**src/prd_pkg.sv**
```systemverilog
// Shared types and constants for the PCX run-length/delta decoder.
`default_nettype none
package prd_pkg;

    localparam int MAX_WIDTH = 1024;
    localparam int COL_W     = $clog2(MAX_WIDTH);
    localparam int WID_W     = 11;
    localparam int HGT_W     = 16;
    localparam int TOT_W     = WID_W + HGT_W;
    localparam int PIX_W     = 26;
    localparam int PAL_BYTES = 768;
    localparam int PAL_W     = 10;
    localparam int CNT_W     = 6;
    localparam int Q_DEPTH   = 4;
    localparam int Q_PTR_W   = $clog2(Q_DEPTH);
    localparam int CFG_W     = 16;
    localparam int CFG_IDX_W = 2;

    localparam logic [1:0] MODE_RAW   = 2'd0;
    localparam logic [1:0] MODE_DELTA = 2'd2;

    localparam logic [CFG_IDX_W-1:0] CFG_MODE   = 2'd0;
    localparam logic [CFG_IDX_W-1:0] CFG_WIDTH  = 2'd1;
    localparam logic [CFG_IDX_W-1:0] CFG_HEIGHT = 2'd2;

    localparam logic [1:0]       MODE_RESET   = 2'd1;
    localparam logic [WID_W-1:0] WIDTH_RESET  = 11'd320;
    localparam logic [HGT_W-1:0] HEIGHT_RESET = 16'd200;

    localparam logic [7:0] RUN_MARK = 8'hC0;

    localparam logic KIND_PIXEL = 1'b0;
    localparam logic KIND_PAL   = 1'b1;

    typedef enum logic [1:0] {
        PH_IMAGE,
        PH_SEP,
        PH_PAL,
        PH_DONE
    } t_phase;

    typedef struct packed {
        logic             kind;
        logic [7:0]       value;
        logic [CNT_W-1:0] count;
        logic             fend;
    } t_cmd;

    typedef struct packed {
        logic             delta_en;
        logic [WID_W-1:0] w_eff;
    } t_back_cfg;

    typedef struct packed {
        logic             kind;
        logic [7:0]       value;
        logic             last;
        logic             fend;
        logic             delta;
        logic [COL_W-1:0] col;
    } t_tok;

endpackage
`default_nettype wire

```
**src/prd_cmd_fifo.sv**
```systemverilog
// Small command queue between the front end and the pixel back end.
`default_nettype none
module prd_cmd_fifo (
    input  wire logic          i_clk,
    input  wire logic          i_rst_n,
    input  wire logic          i_push,
    input  wire prd_pkg::t_cmd i_cmd,
    output logic               o_full,
    input  wire logic          i_pop,
    output logic               o_empty,
    output prd_pkg::t_cmd      o_cmd
);

    prd_pkg::t_cmd                r_mem [prd_pkg::Q_DEPTH];
    logic [prd_pkg::Q_PTR_W-1:0]  r_wr, r_rd;
    logic [prd_pkg::Q_PTR_W:0]    r_cnt;
    logic                         w_do_push, w_do_pop;

    assign o_full    = r_cnt == (prd_pkg::Q_PTR_W + 1)'(prd_pkg::Q_DEPTH);
    assign o_empty   = r_cnt == '0;
    assign w_do_push = i_push && !o_full;
    assign w_do_pop  = i_pop && !o_empty;
    assign o_cmd     = r_mem[r_rd];

    always_ff @(posedge i_clk) begin
        if (w_do_push) r_mem[r_wr] <= i_cmd;
    end

    always_ff @(posedge i_clk) begin
        if (!i_rst_n) begin
            r_wr  <= '0;
            r_rd  <= '0;
            r_cnt <= '0;
        end else begin
            if (w_do_push) r_wr <= r_wr + 1'b1;
            if (w_do_pop)  r_rd <= r_rd + 1'b1;
            if (w_do_push && !w_do_pop)      r_cnt <= r_cnt + 1'b1;
            else if (w_do_pop && !w_do_push) r_cnt <= r_cnt - 1'b1;
        end
    end

endmodule
`default_nettype wire

```
**config.mk**
```make
export PLATFORM = sky130hd
export DESIGN_NAME = prd_cmd_fifo
export DESIGN_NICKNAME = d
export VERILOG_FILES = /design/src/prd_pkg.sv /design/src/prd_cmd_fifo.sv
export SDC_FILE = /design/constraint.sdc
export NUM_CORES = 1
export LEC_CHECK = 0
export BUFFER_PORTS_ARGS = -buffer_cell sky130_fd_sc_hd__buf_2
export CORE_ASPECT_RATIO = 0.9
export CORE_MARGIN = 8
export CORE_UTILIZATION = 56
export CTS_BUF_LIST = sky130_fd_sc_hd__clkbuf_4 sky130_fd_sc_hd__clkbuf_8 sky130_fd_sc_hd__clkbuf_16
export CTS_CLUSTER_SIZE = 30
export DETAILED_ROUTE_END_ITERATION = 7
export PLACE_DENSITY = 0.78
export SETUP_SLACK_MARGIN = 0.15
export SLEW_MARGIN = 20
export SYNTH_ARGS = -nofsm -noshare
export SYNTH_HDL_FRONTEND = slang
export SYNTH_SLANG_ARGS = --single-unit
export TNS_END_PERCENT = 5
```
**constraint.sdc**
```tcl
create_clock -name i_clk -period 2.6 [get_ports i_clk]
set_input_delay 0.13 -clock i_clk [delete_from_list [all_inputs] [get_ports i_clk]]
set_output_delay 0.13 -clock i_clk [all_outputs]
set_load 0.02 [all_outputs]
```
# After elaboration in Yosys (flattened, before gate mapping)
# Memory sizes are Yosys's and may differ from the RTL's. A register that Yosys moved wholly into a read port is not among the register bits.
# Index checks and enable logic that the tools add are counted.
# totals
ram_bits,64
romBits,0
elab_cells,25
ff_bits,7
n_memories,1
latch_bits,0
in_bits,20
# op_classes
n_lt_le_gt_ge,0
n_addsub,4
n_bitwise,0
div,0
reduce_logical,10
muxes,6
n_shift,0
n_eq_ne,1
mul,0
# mem_list
name,depth,word_bits,read_ports,rd_ports_with_merged_regs,wr,line_no,text
r_mem,4,16,1,1,1,prd_cmd_fifo.sv:14,prd_pkg::t_cmd r_mem [prd_pkg::Q_DEPTH];
# ops
cell,count
3-bit 2-to-1 mux,2
"2-bit by 1-bit adder with 2-bit output, second input constant",2
1-bit logical AND,4
1-bit zero test,4
2-bit 2-to-1 mux,2
"3-bit by 1-bit adder with 3-bit output, second input constant",1
"3-bit == test, second input constant",1
3-bit zero test,1
"3-bit by 1-bit subtractor with 3-bit output, second input constant",1
1-bit 2-to-1 mux,2
2-bit nonzero test,1

# Depth between registers and ports, before layout
# Gate-level depths: netlist (run 1).
# logic_depth
ltp_word,7
depth_mapped,9
depth_no_buf,8

# Worst setup path before layout (run 1)
# Ideal clock, no wire load.
# synth_path
path_kind,register to register
startpoint,register r_cnt[0] in the netlist's numbering
endpoint,register r_cnt[2] in the netlist's numbering
setup_ps,70
stages_incl_launch_ff,10
path_slack_ps,530
path_buffers,1
t_required_ps,2530
arrival_time_ps,2000
cell_sequence,dfxtp_1 -> nor3b_2 -> nor2b_1 -> buf_6 -> ha_1 -> inv_1 -> fa_1 -> xor2_1 -> or3_1 -> a21boi_1
# synth_via
elab_chain_cells,6
# synth_lines
element,line_no,text
start: declaration,prd_cmd_fifo.sv:16,logic [prd_pkg::Q_PTR_W:0] r_cnt;
start signal: assignment,prd_cmd_fifo.sv:37,if (w_do_push && !w_do_pop) r_cnt <= r_cnt + 1'b1;
start signal: assignment,prd_cmd_fifo.sv:38,else if (w_do_pop && !w_do_push) r_cnt <= r_cnt - 1'b1;
3-bit == test (*),prd_cmd_fifo.sv:19,assign o_full = r_cnt == (prd_pkg::Q_PTR_W + 1)'(prd_pkg::Q_DEPTH);
named net o_full,prd_cmd_fifo.sv:8,"output logic o_full,"
1-bit zero test (*),prd_cmd_fifo.sv:21,assign w_do_push = i_push && !o_full;
1-bit logical AND (*),prd_cmd_fifo.sv:21,
named net w_do_push,prd_cmd_fifo.sv:17,"logic w_do_push, w_do_pop;"
1-bit zero test,prd_cmd_fifo.sv:38,
1-bit logical AND,prd_cmd_fifo.sv:38,
2-bit nonzero test (no source line),-,
# Mark *: on every way through the listed nets, which the timed path passes. The rest lies on a longest branch. The select of a mux whose other input is x is not followed.
# A chain may end at the register's enable or synchronous reset.

# Worst setup path after layout (run 1)
# layout_path
startpoint,register r_cnt[0] in the netlist's numbering
endpoint,register r_cnt[2] in the netlist's numbering
# layout_via
elab_chain_cells,6
# layout_lines
element
branches (longest 6 deep; another with 3-bit by 1-bit subtractor with 3-bit output)
# Several ways; the timed one is not identified. The select of a mux whose other input is x is not followed.

==> results of run 1 <==
==> layer usage <==
metal | vias up | routed length, um | global-route usage
li1 | 618 | - | -
met1 | 666 | 2000 | 0.153
met2 | 35 | 2440 | 0.218
met3 | 10 | 229 | 0.0441
met4 | 0 | 93 | 0.0680
met5 | - | 0 | 0
==> stage by stage <==
stage | instance area, um2 | total power [mW] | instances | hold slack (ns) | worst slack, ns
after floorplan | 2810 | 2.20 | 132 | 0.229 | 0.530
after global placement | 3070 | 2.40 | 234 | 0.342 | 0.640
after global routing | 3240 | 3.29 | 251 | 0.00295 | 0.257
after CTS | 3230 | 3.18 | 250 | 0.00445 | 0.416
after detailed placement | 3070 | 2.45 | 234 | 0.350 | 0.432
final | 3240 | 3.14 | 251 | 0.0175 | 0.428
==> layout by cell type (no fill, tap or decap), drive strengths merged, types with 2 or more instances in the layout <==
cell type / n
clkinv: 3
and2: 8
clkbuf: 12
buf: 43
mux2i: 3
dfxtp: 9
ha: 5
xnor2: 3
nor2b: 2
mux4: 16
edfxtp: 64
inv: 3
nand2: 4
==> synthesized netlist by cell type <==
master    instances
fa_1              1
o31ai_2           1
nor3b_2           1
mux2i_1           3
dfxtp_1           9
mux4_2           16
or3_1             1
nand2_1           4
nor2b_1           2
xnor2_1           3
nor3_1            1
a21boi_1          1
edfxtp_1         64
xor2_1            1
inv_1             3
o311ai_1          1
ha_1              5
buf_6             2
and2_1            8
clkbuf_1          1
buf_12            1
buf_2             2
o21ai_0           1
==> registers in the layout, indices dropped and copies added (netlist names), named ones only <==
| name | count |
|---|---|
| r_cnt | 3 |
| r_rd | 2 |
| r_wr | 2 |
| r_mem | 64 |
==> worst min-delay path by stage <==
stage / startpoint / end / slack, ns / cells after the start
4_1_cts: i_cmd[6] / r_mem[2][6] / 0.004 / 1
3_5_place_dp: i_cmd[4] / r_mem[0][4] / 0.35 / 1
6_report: i_cmd[5] / r_mem[2][5] / 0.02 / 1
5_1_grt: i_cmd[12] / r_mem[1][12] / 0.003 / 1
3_3_place_gp: i_cmd[9] / r_mem[3][9] / 0.34 / 1
2_1_floorplan: i_cmd[0] / r_mem[0][0] / 0.23 / 0
==> where the power goes <==
part / total, mW / switching, mW / internal, mW
Clock: 0.740 / 0.370 / 0.371
Sequential: 1.53 / 0.101 / 1.43
Combinational: 0.867 / 0.464 / 0.403
Total: 3.14 / 0.935 / 2.20
==> cells by family after synthesis <==
kind of cell    after synthesis  share of synthesized area
flops                        73                      0.747
buf+inv                       9                     0.0240
xor+xnor                      4                     0.0125
mux                          19                      0.139
fa+ha+maj                     6                     0.0294
compound gates                4                     0.0120
simple gates                 17                     0.0360
==> what timing repair did <==
item / 4_1_cts / 5_1_grt
resized for setup: 0 / 0
setup buffers: 0 / 0
hold buffers: 0 / 1
endpoints found under the hold margin: 0 / 1
==> area by class of cell <==
class | instances | area, um2 | share of cell area
Clock buffer | 12 | 146 | 0.0451
Clock inverter | 4 | 20.0 | 0.00617
Multi-Input combinational cell | 50 | 643 | 0.198
Sequential cell | 73 | 2100 | 0.648
Timing Repair Buffer | 44 | 240 | 0.0740
Tap cell | 65 | 81.3 | 0.0251
Inverter | 3 | 11.3 | 0.00347
==> reports/summary.txt, run 1 <==
Iter 0 DRT Violations: 121
Main area contributors after synthesis: edfxtp_1 (68%), mux4_2 (13%), dfxtp_1 (6.4%)
GP Congestion: 0.765
Maximum fanout along the worst path: 6
Setup crit start kind: flop
Flop and latch count out of synthesis: 73
CP bufs+invs: 1
Hold/Removal Path Class: input port to flop
Die Ht: 83.2 um
Total Wirelength: 4760 um
Layout cells sized above 1: 0.403
Vias: 1329
Fin. Hold Viols: 0
Power Density: 968 mW/mm2
Final Max Slew Viols: 0
Final setup viols: 0
Setup TNS: 0 ns
Number of cell rows: 24
Area Growth Syn to Fin: 15.3%
Syn_area_per_cell: 21.3 um2
Clock transition at path regs: 0.07 ns
Initial Util: 0.582
Post-DP HPWL: 3330 um
Vias in the first global route: 1484
R2R setup slack: 0.43 ns
Critical Path Max Stage Delay: 0.49 ns
Critical Path Stages: 8
CTS max path bufs: 2
Crit path kind: flop to flop
Ys Warns: 0
Arr. time, crit path: 2.43 ns
DIE AREA: 0.00755 mm2
Filler Cell Count: 328
Crit path time final: 2.17 ns
CTS tree: done
DR pass1 iterations: 4
Critical path startpoint: r_cnt[0]
Gr ovfl total: 0
Antenna diodes: 0
Outcome: completed
VDD IR max: 556 uV
Pin count of the biggest net entering global routing: 17
FF-to-FF path depth: 8
Clk Tree Root Cell: clkbuf_8
Worst Clk Skew: 0.00772 ns
Critical path, cell by cell: nor3b_2 -> nor2b_1 -> ha_1 -> inv_1 -> fa_1 -> xor2_1 -> or3_1 -> a21boi_1
Max cap viols: 0
Post-synthesis sequential area ratio: 0.747
CP Capture Type: flop
RSZ-0062 raised after global routing: false
Tot GR Track Use: 0.133
Share of the synthesized area in the top cell type: 0.683
Io pins: 38
Clk Latency, worst-skew pair: 0.33 ns
Die width: 90.7 um
PortBufs: 37
CP delay by family, top: simple AND/OR/NAND/NOR gates
Synthesized Nets: 158
Leak: 1.15 nW
Critical-path top delay cell: dfxtp_1
Clock sink total: 73
Antenna Nets Post-Route: 0
Slew margin rel.: 0.496
CP Data Required Time: 2.86 ns
CTS Buf Count: 9
R2r startpoint: r_cnt[0]
Drt drc: 0
Peak Freq: 460 MHz
Total Nets Final: 207
Initial antenna violation count: 0
Crit path capture: r_cnt[2]
Drt via density: 5.29
Reg-to-Reg End: r_cnt[2]
Worst-Margin Slew: 0.755 ns
H-tree depth: 3
Wire per inst: 19.0 um
Post-Route Utilization: 0.671
Core area: 0.00483 mm2
Dominant cell type by area after synthesis: edfxtp_1
First-pass GRT wire length: 7580 um
Netlist cell types: 23
Final Cycle Share: 0.835
Synthesized instance count: 132
Post-Syn Area: 0.00281 mm2
(Power assumes the default switching activity.)
==> inputs of run 2 (changes only) <==
Settings changed: CORE_UTILIZATION 56 to 51, PLACE_DENSITY 0.78 to 0.75.
Clock period 2.6 ns to 1.96 ns, I/O delays scaled along.
==> run 2 against run 1 <==
Compared with the run above:
- sequential cell count unchanged
- via count increased by 6.8%
- core utilization increased by 0.065 points
- register-to-register slack got worse by 0.37 ns
- sequential share of layout area decreased by 5.3 points
- clock skew decreased by 0.0019 ns
- global-route usage decreased by 0.73 points
- total power increased by 41%
- critical path depth unchanged
- combinational power increased by 56%
- clock-buffer cell count increased by 2
- die area increased by 8.0%
- critical endpoint unchanged
- largest cell class unchanged
- highest routed layer unchanged
==> reports/summary.txt, run 2 (synthesized netlist as in run 1, its figures left out) <==
Antenna Nets Post-Route: 0 (unchanged)
Worst Clk Skew: 0.00584 ns (was 0.00772 ns)
CP bufs+invs: 1 (unchanged)
Filler Cell Count: 351 (was 328)
CP Capture Type: flop (unchanged)
Total power: 4.43 mW (was 3.14 mW)
Hold/Removal Path Class: input port to flop (unchanged)
Max reg flops: 64 (unchanged)
Vias in the first global route: 1560 (was 1484)
Critical Path Max Stage Delay: 0.36 ns (was 0.49 ns)
Crit path kind: flop to flop (unchanged)
CP Data Required Time: 2.21 ns (was 2.86 ns)
R2r startpoint: r_cnt[2] (was r_cnt[0])
Post-Route Utilization: 0.672 (was 0.671)
GP Congestion: 0.779 (was 0.765)
Post-DP HPWL: 3400 um (was 3330 um)
Power Density: 1250 mW/mm2 (was 968 mW/mm2)
R2R setup slack: 0.06 ns (was 0.43 ns)
Tot GR Track Use: 0.126 (was 0.133)
Biggest register: r_mem (unchanged)
VDD IR max: 671 uV (was 556 uV)
Clk Tree Root Cell: clkbuf_8 (unchanged)
Wire per inst: 17.5 um (was 19.0 um)
FF-to-FF path depth: 8 (unchanged)
Pin count of the biggest net entering global routing: 13 (was 17)
Clk Latency, worst-skew pair: 0.33 ns (about the same)
Vias: 1420 (was 1329)
Critical-path top delay cell: dfxtp_4 (was dfxtp_1)
Final Max Slew Viols: 0 (unchanged)
CTS Buf Count: 9 (unchanged)
Worst Hold Depth: 2 (was 1)
Number of cell rows: 25 (was 24)
Maximum fanout along the worst path: 3 (was 6)
Layout cells sized above 1: 0.443 (was 0.403)
Critical path, cell by cell: nor3b_4 -> nor2b_2 -> ha_4 -> inv_1 -> fa_2 -> xor2_1 -> or3_1 -> a21boi_1 (was nor3b_2 -> nor2b_1 -> ha_1 -> inv_1 -> fa_1 -> xor2_1 -> or3_1 -> a21boi_1)
Die Ht: 86.5 um (was 83.2 um)
Commonest non-fill, non-tap cell in the layout: edfxtp_1 (unchanged)
Clock transition at path regs: 0.06 ns (was 0.07 ns)
Final setup viols: 0 (unchanged)
Max cap viols: 0 (unchanged)
Crit path time final: 1.90 ns (was 2.17 ns)
PortBufs: 37 (unchanged)
Hold Path Sink: r_cnt[1] (was r_mem[2][5])
CTS tree: done (unchanged)
Hold Startpoint: i_rst_n (was i_cmd[5])
Fin. Hold Viols: 0 (unchanged)
Io pins: 38 (unchanged)
DR pass1 iterations: 4 (unchanged)
Total Nets Final: 233 (was 207)
Area Growth Syn to Fin: 26.2% (was 15.3%)
Clock sink total: 73 (unchanged)
Critical Path Stages: 8 (unchanged)
Antenna diodes: 0 (unchanged)
Final Cycle Share: 0.971 (was 0.835)
Gr ovfl total: 0 (unchanged)
Leak: 1.28 nW (was 1.15 nW)
Die width: 94.3 um (was 90.7 um)
Arr. time, crit path: 2.15 ns (was 2.43 ns)
Peak Freq: 525 MHz (was 460 MHz)
Total Wirelength: 4880 um (was 4760 um)
Initial Util: 0.532 (was 0.582)
CP delay by family, top: simple AND/OR/NAND/NOR gates (unchanged)
Most frequent cells in the layout: edfxtp_1 (64), buf_2 (37), mux4_2 (16), dlygate4sd3_1 (16), buf_4 (16) (was edfxtp_1 (64), buf_2 (37), mux4_2 (16))
Slew margin rel.: 0.805 (was 0.496)
Iter 0 DRT Violations: 34 (was 121)
Top flop regs: r_mem (64), r_cnt (3) (unchanged)
CTS max path bufs: 2 (unchanged)
Initial antenna violation count: 0 (unchanged)
First-pass GRT wire length: 7580 um (unchanged)
Outcome: completed (unchanged)
DIE AREA: 0.00815 mm2 (was 0.00755 mm2)
Drt drc: 0 (unchanged)
Core area: 0.00529 mm2 (was 0.00483 mm2)
H-tree depth: 3 (unchanged)
Worst-Margin Slew: 0.288 ns (was 0.755 ns)
Setup crit start kind: flop (unchanged)
Drt via density: 5.09 (was 5.29)
Reg-to-Reg End: r_cnt[2] (unchanged)
RSZ-0062 raised after global routing: true (was false)
-- run 2: repair_timing --
item,CTS,global route
hold endpoints to repair,64,0
hold buffers,16,0
setup buffers,3,0
pin swaps,2,1
resized for setup,4,1
setup endpoints to repair,1,7
-- run 2: worst reg2reg max path: cells and delay by family, from the launching register on --
kind,cells,cell delay [ns]
AO/OA/AOI/OAI,1,0.14
XOR/XNOR,1,0.16
adder cells (fa/ha/maj),2,0.48
buffers and inverters,1,0.05
flip-flops,1,0.36
AND/OR/NAND/NOR,3,0.63
-- run 2: stage by stage --
stage	hold slack, ns	setup TNS [ns]	instances	setup slack [ns]	instance area [um2]
5_1_grt	0.109	-0.0395	279	-0.0395	3550
3_3_place_gp	0.308	0	244	0.0933	3160
3_5_place_dp	0.317	-0.0554	244	-0.0554	3160
2_1_floorplan	0.197	0	132	0.0788	2840
6_report	0.118	0	279	0.0562	3550
4_1_cts	0.100	0	279	0.0263	3550
-- run 2: power by group --
group | switching, mW | total [mW] | internal (mW)
registers | 0.101 | 2.01 | 1.91
logic | 0.698 | 1.35 | 0.655
clock network | 0.481 | 1.07 | 0.590
total | 1.28 | 4.43 | 3.15
-- run 2: worst max path at each step --
stage,slack (ns),to,start
after floorplan,0.08,r_cnt[2],r_cnt[2]
after global placement,0.09,r_cnt[2],r_cnt[2]
after detailed placement,-0.06,r_cnt[2],r_cnt[2]
after CTS,0.03,r_cnt[2],r_cnt[2]
after global routing,-0.04,r_cnt[2],r_cnt[2]
final,0.06,r_cnt[2],r_cnt[2]
-- run 2: cell type report --
class / count / area, um2 / area share
clock inverter: 2 / 12.5 / 0.00352
sequential: 73 / 2110 / 0.594
inverter: 3 / 11.3 / 0.00317
timing repair buffer: 70 / 477 / 0.134
tap: 67 / 83.8 / 0.0236
clock buffer: 14 / 180 / 0.0507
multi-input combinational: 50 / 676 / 0.190
-- run 2: metal layers --
metal	up-vias	global-route usage	share of wire
li1	673	-	-
met1	710	0.132	0.39
met2	31	0.219	0.55
met3	6	0.0553	0.058
met4	0	0.0432	0.0094
met5	-	0	0
