==> src/prd_pkg.sv <==
// Shared types and constants for the PCX run-length/delta decoder.
`default_nettype none
package prd_pkg;

    localparam int MAX_WIDTH = 1024;
    localparam int COL_W     = $clog2(MAX_WIDTH);
    localparam int WID_W     = 11;
    localparam int HGT_W     = 16;
    localparam int TOT_W     = WID_W + HGT_W;
    localparam int PIX_W     = 26;
    localparam int PAL_BYTES = 768;
    localparam int PAL_W     = 10;
    localparam int CNT_W     = 6;
    localparam int Q_DEPTH   = 4;
    localparam int Q_PTR_W   = $clog2(Q_DEPTH);
    localparam int CFG_W     = 16;
    localparam int CFG_IDX_W = 2;

    localparam logic [1:0] MODE_RAW   = 2'd0;
    localparam logic [1:0] MODE_DELTA = 2'd2;

    localparam logic [CFG_IDX_W-1:0] CFG_MODE   = 2'd0;
    localparam logic [CFG_IDX_W-1:0] CFG_WIDTH  = 2'd1;
    localparam logic [CFG_IDX_W-1:0] CFG_HEIGHT = 2'd2;

    localparam logic [1:0]       MODE_RESET   = 2'd1;
    localparam logic [WID_W-1:0] WIDTH_RESET  = 11'd320;
    localparam logic [HGT_W-1:0] HEIGHT_RESET = 16'd200;

    localparam logic [7:0] RUN_MARK = 8'hC0;

    localparam logic KIND_PIXEL = 1'b0;
    localparam logic KIND_PAL   = 1'b1;

    typedef enum logic [1:0] {
        PH_IMAGE,
        PH_SEP,
        PH_PAL,
        PH_DONE
    } t_phase;

    typedef struct packed {
        logic             kind;
        logic [7:0]       value;
        logic [CNT_W-1:0] count;
        logic             fend;
    } t_cmd;

    typedef struct packed {
        logic             delta_en;
        logic [WID_W-1:0] w_eff;
    } t_back_cfg;

    typedef struct packed {
        logic             kind;
        logic [7:0]       value;
        logic             last;
        logic             fend;
        logic             delta;
        logic [COL_W-1:0] col;
    } t_tok;

endpackage
`default_nettype wire

==> src/prd_front.sv <==
// Front end: accepts payload bytes, tracks phase and pixel count, emits commands.
`default_nettype none
module prd_front (
    input  wire logic                      i_clk,
    input  wire logic                      i_rst_n,
    input  wire logic                      i_push,
    input  wire logic [7:0]                i_byte,
    input  wire logic                      i_q_full,
    input  wire logic [1:0]                i_mode,
    input  wire logic [prd_pkg::WID_W-1:0] i_w_eff,
    input  wire logic [prd_pkg::HGT_W-1:0] i_height,
    output prd_pkg::t_cmd                  o_q_cmd,
    output logic                           o_q_push
);

    prd_pkg::t_phase                r_phase, n_phase, w_ep;
    logic [prd_pkg::CNT_W-1:0]      r_run, n_run;
    logic                           r_await, n_await;
    logic [prd_pkg::PIX_W-1:0]      r_pidx, n_pidx;
    logic [prd_pkg::PAL_W-1:0]      r_pal, n_pal;

    logic                           w_acc;
    logic [prd_pkg::TOT_W-1:0]      w_total;
    logic [prd_pkg::TOT_W-1:0]      w_remain;
    logic                           w_done_in;
    logic                           w_post_done;
    logic                           w_fin;
    logic                           w_mark;
    logic [prd_pkg::CNT_W-1:0]      w_clip;
    logic [prd_pkg::CNT_W-1:0]      w_inc;
    logic [prd_pkg::PIX_W-1:0]      w_pidx_next;

    assign w_acc     = i_push && !i_q_full;
    assign w_total   = prd_pkg::TOT_W'(i_w_eff) * prd_pkg::TOT_W'(i_height);
    assign w_done_in = {1'b0, r_pidx} >= w_total;
    assign w_remain  = w_total - {1'b0, r_pidx};
    assign w_mark    = (i_byte & prd_pkg::RUN_MARK) == prd_pkg::RUN_MARK;
    assign w_clip    = (w_remain < prd_pkg::TOT_W'(r_run)) ? w_remain[prd_pkg::CNT_W-1:0]
                                                          : r_run;
    assign w_fin     = r_pal == prd_pkg::PAL_W'(prd_pkg::PAL_BYTES - 1);
    assign w_ep      = (r_phase == prd_pkg::PH_IMAGE && w_done_in) ? prd_pkg::PH_SEP
                                                                   : r_phase;

    always_comb begin
        w_inc = '0;
        if (w_ep == prd_pkg::PH_IMAGE) begin
            if (i_mode == prd_pkg::MODE_RAW) begin
                w_inc = prd_pkg::CNT_W'(1);
            end else if (r_await) begin
                w_inc = w_clip;
            end else if (!w_mark) begin
                w_inc = prd_pkg::CNT_W'(1);
            end
        end
    end

    assign w_pidx_next = r_pidx + prd_pkg::PIX_W'(w_inc);
    assign w_post_done = {1'b0, w_pidx_next} >= w_total;

    always_comb begin
        n_phase = r_phase;
        if (w_acc) begin
            unique case (w_ep)
                prd_pkg::PH_IMAGE: begin
                    if (w_post_done) n_phase = prd_pkg::PH_SEP;
                    else             n_phase = prd_pkg::PH_IMAGE;
                end
                prd_pkg::PH_SEP:  n_phase = prd_pkg::PH_PAL;
                prd_pkg::PH_PAL: begin
                    if (w_fin) n_phase = prd_pkg::PH_DONE;
                    else       n_phase = prd_pkg::PH_PAL;
                end
                prd_pkg::PH_DONE: n_phase = prd_pkg::PH_DONE;
                default:          n_phase = r_phase;
            endcase
        end
    end

    always_comb begin
        n_run         = r_run;
        n_await       = r_await;
        n_pidx        = r_pidx;
        n_pal         = r_pal;
        o_q_push      = 1'b0;
        o_q_cmd.kind  = prd_pkg::KIND_PIXEL;
        o_q_cmd.value = i_byte;
        o_q_cmd.count = w_inc;
        o_q_cmd.fend  = 1'b0;
        if (w_acc) begin
            unique case (w_ep)
                prd_pkg::PH_IMAGE: begin
                    n_pidx = w_pidx_next;
                    if (i_mode != prd_pkg::MODE_RAW && r_await) begin
                        n_await = 1'b0;
                        n_run   = '0;
                    end else if (i_mode != prd_pkg::MODE_RAW && w_mark) begin
                        n_run   = i_byte[prd_pkg::CNT_W-1:0];
                        n_await = 1'b1;
                    end
                    o_q_push = w_inc != '0;
                    if (w_post_done) begin
                        n_await = 1'b0;
                        n_run   = '0;
                    end
                end
                prd_pkg::PH_SEP: begin
                    n_pal   = '0;
                    n_await = 1'b0;
                    n_run   = '0;
                end
                prd_pkg::PH_PAL: begin
                    o_q_push      = 1'b1;
                    o_q_cmd.kind  = prd_pkg::KIND_PAL;
                    o_q_cmd.value = i_byte >> 2;
                    o_q_cmd.count = prd_pkg::CNT_W'(1);
                    o_q_cmd.fend  = w_fin;
                    n_pal         = r_pal + 1'b1;
                end
                prd_pkg::PH_DONE: begin
                end
                default: begin
                end
            endcase
        end
    end

    always_ff @(posedge i_clk) begin
        if (!i_rst_n) begin
            r_phase <= prd_pkg::PH_IMAGE;
            r_run   <= '0;
            r_await <= 1'b0;
            r_pidx  <= '0;
            r_pal   <= '0;
        end else begin
            r_phase <= n_phase;
            r_run   <= n_run;
            r_await <= n_await;
            r_pidx  <= n_pidx;
            r_pal   <= n_pal;
        end
    end

endmodule
`default_nettype wire

==> config.mk <==
export PLATFORM = sky130hd
export DESIGN_NAME = prd_front
export DESIGN_NICKNAME = d
export VERILOG_FILES = /design/src/prd_pkg.sv /design/src/prd_front.sv
export SDC_FILE = /design/constraint.sdc
export NUM_CORES = 1
export LEC_CHECK = 0
export BUFFER_PORTS_ARGS = -buffer_cell sky130_fd_sc_hd__clkbuf_2
export CAP_MARGIN = 10
export CORE_MARGIN = 5
export CORE_UTILIZATION = 30
export DETAILED_ROUTE_END_ITERATION = 8
export PLACE_DENSITY = 0.43
export SYNTH_ARGS = -nofsm -noshare
export SYNTH_HDL_FRONTEND = slang
export SYNTH_SLANG_ARGS = --single-unit
==> constraint.sdc <==
create_clock -name i_clk -period 31.3 [get_ports i_clk]
set_input_delay 1.565 -clock i_clk [delete_from_list [all_inputs] [get_ports i_clk]]
set_output_delay 1.565 -clock i_clk [all_outputs]
set_load 0.01 [all_outputs]
Word level (Yosys, flattened, before mapping)

Cells that the tools add are included.

Logic and storage cells: 55
Bits of input ports: 41
Register bits: 45
Output and inout bits: 17

Reduce and logical (&&, ||, !) cells: 15
Order comparisons: 3
Equality and inequality tests: 6
Add/subtract/negate cells: 3
Mux-type cells: 22
Multiply operators: 1

Operators with widths:

| operator                                                                 | count |
|---|---|
| 26-bit by 27-bit greater-or-equal comparator with 1-bit output           | 2 |
| 6-bit 2-to-1 mux                                                         | 7 |
| 16-bit 2-to-1 mux                                                        | 2 |
| 27-bit by 6-bit less-than comparator with 1-bit output                   | 1 |
| 11-bit by 16-bit multiplier with 27-bit output                           | 1 |
| 27-bit by 26-bit subtractor with 27-bit output                           | 1 |
| 26-bit by 6-bit adder with 26-bit output                                 | 1 |
| 10-bit case mux with 2 select lines                                      | 1 |
| 6-bit case mux with 2 select lines                                       | 1 |
| 10-bit by 1-bit adder with 10-bit output (second input constant)         | 1 |
| 10-bit equality test (second input constant)                             | 1 |
| 2-bit case mux with 4 select lines                                       | 1 |
| 1-bit 2-to-1 mux                                                         | 7 |
| 2-bit equality test (second input constant)                              | 3 |
| 2-bit zero test                                                          | 3 |
| 2-bit nonzero test                                                       | 3 |
| 6-bit nonzero test                                                       | 1 |
| 1-bit logical AND                                                        | 4 |
| 4-bit by 2-bit inequality test with 1-bit output (second input constant) | 1 |
| 1-bit case mux with 2 select lines                                       | 2 |
| 2-bit AND reduction                                                      | 2 |
| 3-bit AND reduction                                                      | 1 |
| 2-bit by 1-bit equality test with 1-bit output (second input constant)   | 1 |
| 2-bit 2-to-1 mux                                                         | 1 |
| 1-bit zero test                                                          | 1 |

Depth between registers and ports, before layout

Gate-level depths: netlist (run 1).

Depth after elaboration: 11
Gate-level depth with buffers: 60
Depth with buffers taken out: 57

Least setup slack after synthesis (run 1)

No wires, ideal clock.

Path type: input-to-reg
Start point: input i_w_eff[7] in the netlist's numbering
End point: register r_run[0] in the netlist's numbering
Setup slack: 17.917 ns
Data arrival time: 13.266 ns
Setup time: 0.117 ns
Stages on the path: 57
Path through: clkbuf_1 -> nand2_1 -> fa_1 -> inv_1 -> fa_1 -> fa_1 -> fa_1 -> inv_1 -> fa_1 -> inv_1 -> ha_1 -> a21o_1 -> a21o_1 -> a21oi_1 -> nor2_1 -> a211o_1 -> a21o_1 -> nand3_1 -> [21 not listed] -> o21ai_1 -> a2111oi_4 -> nand3_1 -> or3_1 -> clkbuf_1 -> nor4_1 -> xnor2_1 -> ha_1 -> nand4_1 -> nor2_1 -> nand4_1 -> a2111oi_0 -> o31ai_1 -> a21oi_1 -> o21ai_0 -> nand2_1 -> o21ai_1 -> a22o_1

Word-level cells in the longest chain between the ends: 11
Elaborated cells on any way between the ends: 19
Classes of those cells: add/sub (2); mul (1); order compare (3); eq/ne (2); mux (7); reduce/logical (4)

RTL lines:

| what                                                                                           | RTL line         | RTL |
|---|---|---|
| start: declaration                                                                             | prd_front.sv:10  | `input wire logic [prd_pkg::WID_W-1:0] i_w_eff,` |
| 11-bit by 16-bit multiplier with 27-bit output (*)                                             | prd_front.sv:34  | `assign w_total = prd_pkg::TOT_W'(i_w_eff) * prd_pkg::TOT_W'(i_height);` |
| 27-bit by 26-bit subtractor with 27-bit output                                                 | prd_front.sv:36  | `assign w_remain = w_total - {1'b0, r_pidx};` |
| 27-bit by 6-bit less-than comparator with 1-bit output                                         | prd_front.sv:38  | `assign w_clip = (w_remain < prd_pkg::TOT_W'(r_run)) ? w_remain[prd_pkg::CNT_W-1:0]` |
| 6-bit 2-to-1 mux                                                                               | prd_front.sv:38  |  |
| 6-bit 2-to-1 mux                                                                               | prd_front.sv:49  | `end else if (r_await) begin` |
| 6-bit 2-to-1 mux                                                                               | prd_front.sv:47  | `if (i_mode == prd_pkg::MODE_RAW) begin` |
| 6-bit 2-to-1 mux (*)                                                                           | prd_front.sv:46  | `if (w_ep == prd_pkg::PH_IMAGE) begin` |
| 26-bit by 6-bit adder with 26-bit output (*)                                                   | prd_front.sv:57  | `assign w_pidx_next = r_pidx + prd_pkg::PIX_W'(w_inc);` |
| net w_pidx_next, one bit                                                                       | prd_front.sv:31  | `logic [prd_pkg::PIX_W-1:0] w_pidx_next;` |
| 26-bit by 27-bit greater-or-equal comparator with 1-bit output (*)                             | prd_front.sv:58  | `assign w_post_done = {1'b0, w_pidx_next} >= w_total;` |
| 4-bit by 2-bit inequality test with 1-bit output (no line) or 6-bit 2-to-1 mux (tied branches) | -                |  |
| 3-bit AND reduction (no line) or 6-bit case mux with 2 select lines (tied branches)            | -                |  |
| end signal: assignment                                                                         | prd_front.sv:136 | `r_run <= n_run;` |
| end: declaration                                                                               | prd_front.sv:17  | `logic [prd_pkg::CNT_W-1:0] r_run, n_run;` |

Mark *: on every way through the listed nets, which the timed path passes. The rest lies on a longest branch.
A chain may end at the register's enable or synchronous reset.

Worst setup path after layout (run 1)

Start point: input i_w_eff[10] in the netlist's numbering
End point: register r_run[1] in the netlist's numbering

Same word-level chain as after synthesis.

==> results of run 1 <==
## synthesized netlist by cell type, types with 5 or more instances
master      n  area share [%]
inv_1     227             7.8
buf_2       8            0.37
o21ai_1     8            0.37
nand3_1    28             1.3
nor2_1     73             2.5
a211oi_1   10            0.69
and2_1     97             5.6
fa_1      127              23
xnor2_1    59             4.7
nand2b_1   14            0.80
or3_1      10            0.57
ha_1      129              15
a21boi_0   10            0.69
nor2b_1    14            0.80
nand2_1   174             6.0
clkbuf_1   40             1.4
nor3b_1     5            0.34
o21a_1     14            0.96
nand4_1    15            0.86
nor4_1      6            0.34
a22o_1      6            0.48
mux2_2      8            0.83
mux2i_1    10            0.92
xor2_1     21             1.7
dfxtp_1    45             8.3
o211ai_1    6            0.41
o21ai_0    33             1.5
o22ai_1     7            0.40
nor3_1     17            0.78
a21oi_1    45             2.1
and3_1     12            0.69
a211o_1     5            0.40
a31oi_1     6            0.34
a21o_1     26             1.8
## cell type report
class,instances,area share (%)
flip-flops and latches,45,7.69
clock buffers,6,1.10
multi-input cells,1055,76.5
inverters,227,7.27
well taps,461,4.92
clock inverters,2,0.128
repair buffers,57,2.43
## cell families (layout without fill, tap and decap cells)
| kind of cell | Yosys count | in the layout |
|---|---|---|
| muxes | 18 | 18 |
| AOI/OAI and AO/OA | 213 | 213 |
| xor gates and xnor gates | 80 | 80 |
| buffers and inverters | 276 | 292 |
| and+or+nand+nor | 488 | 488 |
| DFF | 45 | 45 |
| adders and majority gates | 256 | 256 |
## state kept, by name, indices dropped and copies added (netlist names)
name,cells
r_phase,2
r_await,1
r_run,6
r_pal,10
r_pidx,26
## routing by layer
layer / part of all wire [%] / track usage, % / up-vias
met5: 0 / 0 / -
met4: 1.2 / 2.70 / 0
met3: 2.9 / 1.29 / 20
met2: 46 / 24.6 / 157
met1: 50 / 21.7 / 4305
li1: - / - / 4510
## placed cells by master (no fill, tap or decap), types with 26 or more instances in the layout
| master | n |
|---|---|
| inv_1 | 227 |
| nand2_1 | 174 |
| ha_1 | 129 |
| fa_1 | 127 |
| and2_1 | 97 |
| nor2_1 | 73 |
| xnor2_1 | 59 |
| clkbuf_2 | 57 |
| a21oi_1 | 45 |
| dfxtp_1 | 45 |
| o21ai_0 | 33 |
| nand3_1 | 28 |
| a21o_1 | 26 |
## path summary, 6_finish.rpt
kind                    start   endpoint  slack, ns  cells past startpoint
setup / recovery  i_w_eff[10]   r_run[1]      16.22                     55
hold / removal      r_pidx[3]  r_pidx[3]       0.50                      2
setup reg to reg    r_pidx[0]   r_run[1]      21.07                     40
hold reg to reg     r_pidx[3]  r_pidx[3]       0.50                      2
## worst max-delay path: cells and delay by family
kind | cells | cell delay [ns]
mux | 1 | 0.28
fa+ha+maj | 10 | 4.15
buf+inv | 4 | 0.40
xor+xnor | 2 | 0.28
simple gates | 14 | 3.28
compound gates | 24 | 5.25
## stage by stage
step                      worst slack [ns]  cell area (um2)  utilization [%]  cells  hold WS, ns
final                                16.22            11700             32.8   1853        0.504
after global routing                 15.02            11700             32.8   1853        0.529
after floorplan                      17.92            10900                -   1376        0.461
after global placement               16.10            11600             32.4   1845        0.490
after CTS                            16.20            11700             32.8   1853        0.508
after detailed placement             15.94            11600             32.4   1845        0.500
==> key figures, run 1 <==
Status
  • Status: finished clean

Floorplanning
  • Std cell rows: 69
  • Initial Util: 30.5%
  • I/O pins: 58
  • Die ar.: 0.0403 mm2
  • CORE AREA: 0.0357 mm2
  • Height of the die: 201 um
  • Die X: 201 um

STA
  • Final hold violation count: 0
  • Fin crit share: 48.2%
  • Slew @ Worst Pin: 0.851 ns
  • Max transition margin: 43.2%
  • Fmax: 66.3 MHz
  • Max Slew Vio Count: 0
  • Final setup viols: 0
  • Clock skew: 0.00993 ns
  • RSZ-0062 raised after global routing: false
  • Min Tclk post-route: 15.08 ns
  • Setup TNS: 0 ns

Place
  • GP Congestion: just under 0.9
  • # port buffers: 57
  • Hpwl dp: 25.3 mm

Final layout
  • Antenna diode instance count: 0
  • Layout Nets: 1688
  • Multi-input logic area: 0.00896 mm2
  • Layout cells sized above 1: 6.54%
  • Register Area: 901 um2
  • Area growth, synth to finish: 7.37%
  • Fill cells: around 3900

Routing
  • Final WL: just under 30 mm
  • DR vias/cell: 4.85
  • DRT iter0 DRCs: 405
  • Avg WL per Cell: 16.1 um
  • Drt first pass iters: 6
  • Post-route ant nets: 0
  • Via count: 8992
  • DR DRC count: 0

Synth
  • Mux cell area share after synthesis: under 10%
  • Sequential fraction of the synthesis area: under 10%
  • Post-synth EDFFs: 0
  • XOR/XNOR Fraction of Synth Area: 6.42%
  • Synth cell types: 66
  • Synth Area per Inst: 7.93 um2
  • Post-Synth Simple-Gate Area: ~22%
  • Most common flop cell mapped by yosys: dfxtp_1
  • Combinational family with the most area after synthesis: adder cells
  • Synthesized cell area: 0.0109 mm2
  • Synth warn: 0
  • Post-synthesis adder-cell area fraction: 38.1%
  • Syn Inst Count: 1376
  • Seq cells post-synth: 45
  • Post-synthesis async set-or-reset flop share: 0%
  • Post-synthesis compound-gate area fraction: 13.5%
  • Net Count, Synth: ~1700

Global route
  • First-pass GRT wire length: 49.8 mm
  • Grt ovf: 0
  • Initial antenna violation count: 0
  • Vias in the first global route: 9266
  • Total track usage: 15.0%
  • Largest net degree at the start of global routing: 34

Clocking
  • Clk sink count: 45
  • CTS resizes: 0
  • Post-CTS Hold Fix Bufs: 0
  • Clock transition at the registers of the reported paths: 0.06 ns
  • Clock Tree Buf Depth: 2
  • TritonCTS buffer count: 5
  • H-Tree Depth: 2
  • CTS tree: yes
  • Clock root buffer: clkbuf_16
  • Worst skew pair latency: around 0.30 ns
  • Number of post-CTS setup repair buffers: 0

Worst setup path
  • Worst path slowest cell: fa_1
  • Critical path required time: about 31 ns
  • Cell mode on critical path: fa_1
  • Critical path class: in2reg
  • Critical path startpoint category: input pin
  • Setup crit end kind: flip-flop
  • CP arrival: 15.27 ns
  • CP peak stage delay: around 0.55 ns
  • Critical path peak fanout: 16

Hold path
  • HP Class: reg2reg

Flow run
  • Max_cap viols: 0
Power of run 1 is not shown: default switching activity piles up to over one toggle a cycle in this logic, so the estimate is an artifact.
==> inputs of run 2 (changes only) <==
- ABC_AREA: not set -> 1
- clock period: 31.3 -> 14.7 ns (I/O delays scaled with it)
==> run 2 against run 1 <==
Compared with the run above:
- via count up 17%
- clock skew down 0.0025 ns
- die area up 6.0%
- register-to-register slack worse by 14 ns
- clock-buffer cell count unchanged
- critical path depth up 10
- synthesized cell count up 30%
- worst hold slack worse by 0.069 ns
- non-clock buffer count unchanged
- utilization down 0.25 points
- first-iteration DRC count up 28%
- final cell count up 25%
- largest cell class unchanged
==> key figures, run 2 <==
Worst setup path
  • Cell mode on critical path: nand2_1
  • Critical path required time: 14.86 ns (-16.62 ns)
  • CP arrival: 12.86 ns (-2.41 ns)
  • Setup crit end kind: flip-flop
  • Critical path startpoint category: input pin
  • Critical path peak fanout: 16 (unchanged)
  • Critical Path Source: i_w_eff[7]
  • R2R Setup Slk: 7.09 ns (-13.98 ns)
  • Reg2Reg Depth: 45 (+13%)
  • Critical path class: in2reg
  • RR Startpoint: r_pidx[0]
  • CP peak stage delay: 0.58 ns (+0.03 ns)
  • Worst path slowest cell: fa_1

STA
  • Max transition margin: 43.1% (-0.14 points)
  • Max Slew Vio Count: 0 (unchanged)
  • Min Tclk post-route: between 10 and 15 ns
  • Final WS setup: 1.99 ns (-14.22 ns)
  • Slew @ Worst Pin: 0.852 ns (+0.00115 ns)
  • Fmax: 78.7 MHz
  • Setup TNS: 0 ns (unchanged)
  • Final hold violation count: 0 (unchanged)
  • Fin crit share: between 80 and 90%
  • RSZ-0062 raised after global routing: false
  • Clock skew: 0.00744 ns (-0.00249 ns)
  • Final setup viols: 0 (unchanged)

Floorplanning
  • Initial Util: 30.2% (-0.37 points)
  • Std cell rows: 72 (+4.3%)
  • Height of the die: 207 um (+3.0%)
  • I/O pins: 58 (unchanged)
  • CORE AREA: 0.0385 mm2 (+7.6%)
  • Die X: 207 um (+3.0%)
  • Die ar.: 0.0427 mm2 (+6.0%)

Final layout
  • Antenna diode instance count: 0 (unchanged)
  • Register Area: 901 um2 (unchanged)
  • Layout Nets: 2101 (+24%)
  • Multi-input logic area: 0.00873 mm2 (-2.6%)
  • Commonest cells after routing, fill and taps aside: nand2_1, inv_1, ha_1
  • Fill cells: 4354 (+13%)
  • Area growth, synth to finish: 7.84%
  • Number of flip-flops in the largest register: 26 (unchanged)
  • Top flop regs: r_pidx (26), r_pal (10), r_run (6)
  • Layout cells sized above 1: 5.76% (-0.78 points)
  • Largest register by flop count: r_pidx
  • Most common cell after layout, fill and taps aside: nand2_1

Synth
  • Syn Inst Count: 1788 (+30%)
  • Top cell type's share of synthesized area: 21.9% (-1.4 points)
  • Largest area contributor in the netlist: fa_1
  • Mux cell area share after synthesis: 0% (-1.7 points)
  • Synth warn: 0 (unchanged)
  • Synth cell types: 48 (-27%)
  • Most common flop cell mapped by yosys: dfxtp_1
  • XOR/XNOR Fraction of Synth Area: 3.77% (-2.6 points)
  • Post-synthesis compound-gate area fraction: 8.84% (-4.6 points)
  • Top cells by area, synth: fa_1, nand2_1, inv_1
  • Top post-synthesis cells by count: nand2_1, inv_1, ha_1
  • Synth Area per Inst: 6.49 um2 (-18%)
  • Combinational family with the most area after synthesis: adder cells
  • Net Count, Synth: 2085 (+25%)
  • Synthesized cell area: 0.0116 mm2 (+6.3%)
  • Post-synth EDFFs: 0 (unchanged)
  • Post-synthesis async set-or-reset flop share: 0% (unchanged)
  • Most common cell in the netlist: nand2_1
  • Post-Synth Simple-Gate Area: 26.8% (+4.4 points)
  • Sequential fraction of the synthesis area: 7.76% (-0.49 points)
  • Seq cells post-synth: 45 (unchanged)
  • Post-synthesis adder-cell area fraction: 35.8% (-2.3 points)

Clocking
  • Worst skew pair latency: 0.30 ns (about the same)
  • Clock root buffer: clkbuf_16
  • Post-CTS Hold Fix Bufs: 0 (unchanged)
  • TritonCTS buffer count: 5 (unchanged)
  • CTS tree: yes
  • Clock transition at the registers of the reported paths: 0.07 ns (about the same)
  • Clk sink count: 45 (unchanged)
  • CTS resizes: 0 (unchanged)
  • H-Tree Depth: 2 (unchanged)
  • Number of post-CTS setup repair buffers: 0 (unchanged)
  • Clock Tree Buf Depth: 2 (unchanged)

Routing
  • Drt first pass iters: 5 (-1)
  • Avg WL per Cell: 14.3 um (-11%)
  • Post-route ant nets: 0 (unchanged)
  • DR DRC count: 0 (unchanged)
  • Final WL: 33.3 mm (+12%)
  • DR vias/cell: 4.52 (-6.8%)
  • DRT iter0 DRCs: 518 (+28%)
  • Via count: 10505 (+17%)

Place
  • # port buffers: 57 (unchanged)
  • Hpwl dp: 28.8 mm (+14%)
  • Dpl ws: 1.71 ns (-14.23 ns)
  • GP Congestion: 0.865 (about the same)

Flow run
  • Max_cap viols: 0 (unchanged)

Global route
  • Total track usage: 16.2% (+1.3 points)
  • Largest net degree at the start of global routing: 35 (+2.9%)
  • Vias in the first global route: 10808 (+17%)
  • First-pass GRT wire length: 56.2 mm (+13%)
  • Grt ovf: 0 (unchanged)
  • Initial antenna violation count: 0 (unchanged)

Status
  • Status: finished clean

Hold path
  • Hold path cells: 1 (-1)
  • HP Class: reg2reg
  • HP Start: r_pal[6]
[run 2: routing by layer]
| layer | GRT usage (%) | part of all wire (%) | up-vias |
|---|---|---|---|
| li1 | - | - | 5390 |
| met1 | 22.8 | 50 | 4973 |
| met2 | 27.9 | 47 | 112 |
| met3 | 1.25 | 2.1 | 30 |
| met4 | 2.69 | 1.5 | 0 |
| met5 | 0 | 0 | - |
[run 2: path summary, 6_finish.rpt]
check                   to
hold reg to reg   r_pal[6]
hold / removal    r_pal[6]
setup reg to reg  r_run[2]
setup / recovery  r_run[2]
[run 2: through the flow]
| stage | cell area, um2 | hold slack [ns] | cells | utilization (%) |
|---|---|---|---|---|
| after floorplan | 11600 | 0.412 | 1788 | - |
| after CTS | 12500 | 0.440 | 2323 | 32.5 |
| after global placement | 12300 | 0.423 | 2315 | 32.1 |
| final | 12500 | 0.435 | 2323 | 32.5 |
| after detailed placement | 12300 | 0.428 | 2315 | 32.1 |
| after global routing | 12500 | 0.491 | 2323 | 32.5 |
[run 2: kinds of logic (layout without fill, tap and decap cells)]
family / count (synthesis) / count (layout)
simple gates: 734 / 734
buf+inv: 523 / 540
xor+xnor: 50 / 50
fa+ha+maj: 256 / 256
compound gates: 180 / 180
flops: 45 / 45
[run 2: worst max-delay path, delay by kind of cell]
kind	cells	cell delay (ns)
compound gates	6	1.00
simple gates	40	5.77
fa+ha+maj	10	4.36
xor+xnor	1	0.18
buf+inv	8	0.81
[run 2: final cells by class]
class | instances | share of cell area (%)
inverters | 475 | 14.2
repair buffers | 57 | 2.28
multi-input cells | 1220 | 69.8
clock buffers | 6 | 1.03
flip-flops and latches | 45 | 7.20
well taps | 518 | 5.18
clock inverters | 2 | 0.310
Power of run 2 is left out for the same reason.
==> inputs of run 3 (changes only) <==
- CELL_PAD_IN_SITES_DETAIL_PLACEMENT: not set -> 1
- CELL_PAD_IN_SITES_GLOBAL_PLACEMENT: not set -> 1
- PLACE_DENSITY: 0.43 -> 0.56
==> run 3 against run 2 <==
Compared with the run above:
- fmax down 1.9%
- clock-buffer cell count unchanged
- via count up 1.5%
- critical endpoint is now r_run[1]
- first-iteration DRC count down 21%
- global-route usage up 1.3 points
- flip-flop and latch count unchanged
- worst setup slack worse by 0.25 ns
- final area about the same
==> key figures, run 3 (same netlist as run 2, synthesis figures left out) <==
Final layout
  • Layout cells sized above 1: 5.82% (+0.055 points)
  • Area growth, synth to finish: 7.73% (about the same)
  • Commonest cells after routing, fill and taps aside: nand2_1, inv_1, ha_1
  • Number of flip-flops in the largest register: 26 (unchanged)
  • Antenna diode instance count: 0 (unchanged)
  • Layout Nets: 2101 (unchanged)
  • Fill cells: 5008 (+15%)
  • Top flop regs: r_pidx (26), r_pal (10), r_run (6)
  • Most common cell after layout, fill and taps aside: nand2_1
  • Largest register by flop count: r_pidx

Clocking
  • Clock transition at the registers of the reported paths: 0.07 ns (about the same)
  • Clock Tree Buf Depth: 2 (unchanged)
  • Number of post-CTS setup repair buffers: 0 (unchanged)
  • H-Tree Depth: 2 (unchanged)
  • TritonCTS buffer count: 5 (unchanged)
  • Post-CTS Hold Fix Bufs: 0 (unchanged)
  • Clk sink count: 45 (unchanged)
  • CTS tree: yes
  • CTS resizes: 0 (unchanged)
  • Worst skew pair latency: 0.31 ns (about the same)
  • Clock root buffer: clkbuf_16

Hold path
  • HP Class: reg2reg

Floorplanning
  • Die ar.: 0.0427 mm2 (unchanged)
  • Die X: 207 um (unchanged)
  • Height of the die: 207 um (unchanged)
  • I/O pins: 58 (unchanged)
  • Initial Util: 30.2% (unchanged)
  • CORE AREA: 0.0385 mm2 (unchanged)
  • Std cell rows: 72 (unchanged)

STA
  • Final setup viols: 0 (unchanged)
  • Clock skew: 0.0101 ns (+0.00264 ns)
  • Final WS setup: 1.74 ns (-0.250 ns)
  • Min Tclk post-route: 12.96 ns (+0.250 ns)
  • Fmax: 77.2 MHz (-1.9%)
  • Slew @ Worst Pin: 0.808 ns (-0.0448 ns)
  • Fin crit share: 88.1% (+1.7 points)
  • Max transition margin: 46.1% (+3.0 points)
  • Final hold violation count: 0 (unchanged)
  • Setup TNS: 0 ns (unchanged)
  • RSZ-0062 raised after global routing: false
  • Max Slew Vio Count: 0 (unchanged)

Worst setup path
  • Critical path peak fanout: 16 (unchanged)
  • CP peak stage delay: 0.56 ns (-0.02 ns)
  • Critical path startpoint category: input pin
  • Critical path class: in2reg
  • Cell mode on critical path: nand2_1
  • Setup crit end kind: flip-flop
  • Critical path required time: 14.93 ns (+0.07 ns)
  • CP arrival: 13.19 ns (+0.33 ns)
  • Worst path slowest cell: fa_1

Global route
  • Vias in the first global route: 11475 (+6.2%)
  • Total track usage: 17.5% (+1.3 points)
  • First-pass GRT wire length: 60.2 mm (+7.1%)
  • Grt ovf: 0 (unchanged)
  • Largest net degree at the start of global routing: 35 (unchanged)
  • Initial antenna violation count: 0 (unchanged)

Routing
  • DR vias/cell: 4.59 (+1.5%)
  • Drt first pass iters: 6 (+1)
  • Avg WL per Cell: 15.5 um (+7.9%)
  • Via count: 10659 (+1.5%)
  • DR DRC count: 0 (unchanged)
  • Post-route ant nets: 0 (unchanged)
  • Final WL: 36.0 mm (+7.9%)
  • DRT iter0 DRCs: 410 (-21%)

Place
  • # port buffers: 57 (unchanged)
  • Hpwl dp: 31.4 mm (+9.3%)
  • Dpl ws: 1.44 ns (-0.272 ns)
  • GP Congestion: 0.815 (-5.8%)

Flow run
  • Max_cap viols: 0 (unchanged)

Status
  • Status: finished clean
==> run 3: cell types whose count changed in the layout (fill, tap and decap cells not counted) <==
cell and delta:
clkinv_4 -1, bufinv_16 -1, clkinvlp_4 +1, clkbuf_8 +1
clkbuf_1 -1, inv_6 +1
==> run 3: area by class of cell <==
class	count	area [um2]	area share, %
Sequential cell	45	901	7.21
Clock inverter	2	16.3	0.130
Inverter	475	1780	14.3
Timing Repair Buffer	57	285	2.28
Tap cell	518	648	5.18
Clock buffer	6	139	1.11
Multi-Input combinational cell	1220	8730	69.8
==> run 3: critical path: cells and delay by family <==
family	cells	cell delay, ns
fa+ha+maj	10	4.40
buf+inv	7	0.73
xor+xnor	1	0.23
simple gates	41	5.84
compound gates	6	1.24
==> run 3: path summary, 6_finish.rpt <==
check                           slack [ns]         from  depth (start not counted)  endpoint
worst max register to register        6.95    r_pidx[0]                         45  r_run[1]
worst max-delay path                  1.74  i_w_eff[10]                         65  r_run[1]
worst min register to register        0.45     r_pal[6]                          1  r_pal[6]
worst min-delay path                  0.45     r_pal[6]                          1  r_pal[6]
==> run 3: through the flow <==
step,utilization [%],hold WS [ns],instances,cell area (um2)
CTS,32.5,0.460,2323,12500
global route,32.5,0.476,2323,12500
finish,32.5,0.452,2323,12500
global placement,32.1,0.430,2315,12300
detailed placement,32.1,0.447,2315,12300
floorplan,-,0.412,1788,11600
==> run 3: routing by layer <==
metal	vias up	track usage, %	part of all wire, %
li1	5396	-	-
met1	5154	25.2	51
met2	87	29.8	46
met3	22	1.17	1.9
met4	0	2.28	1.2
met5	-	0	0
Power of run 3 is left out for the same reason.
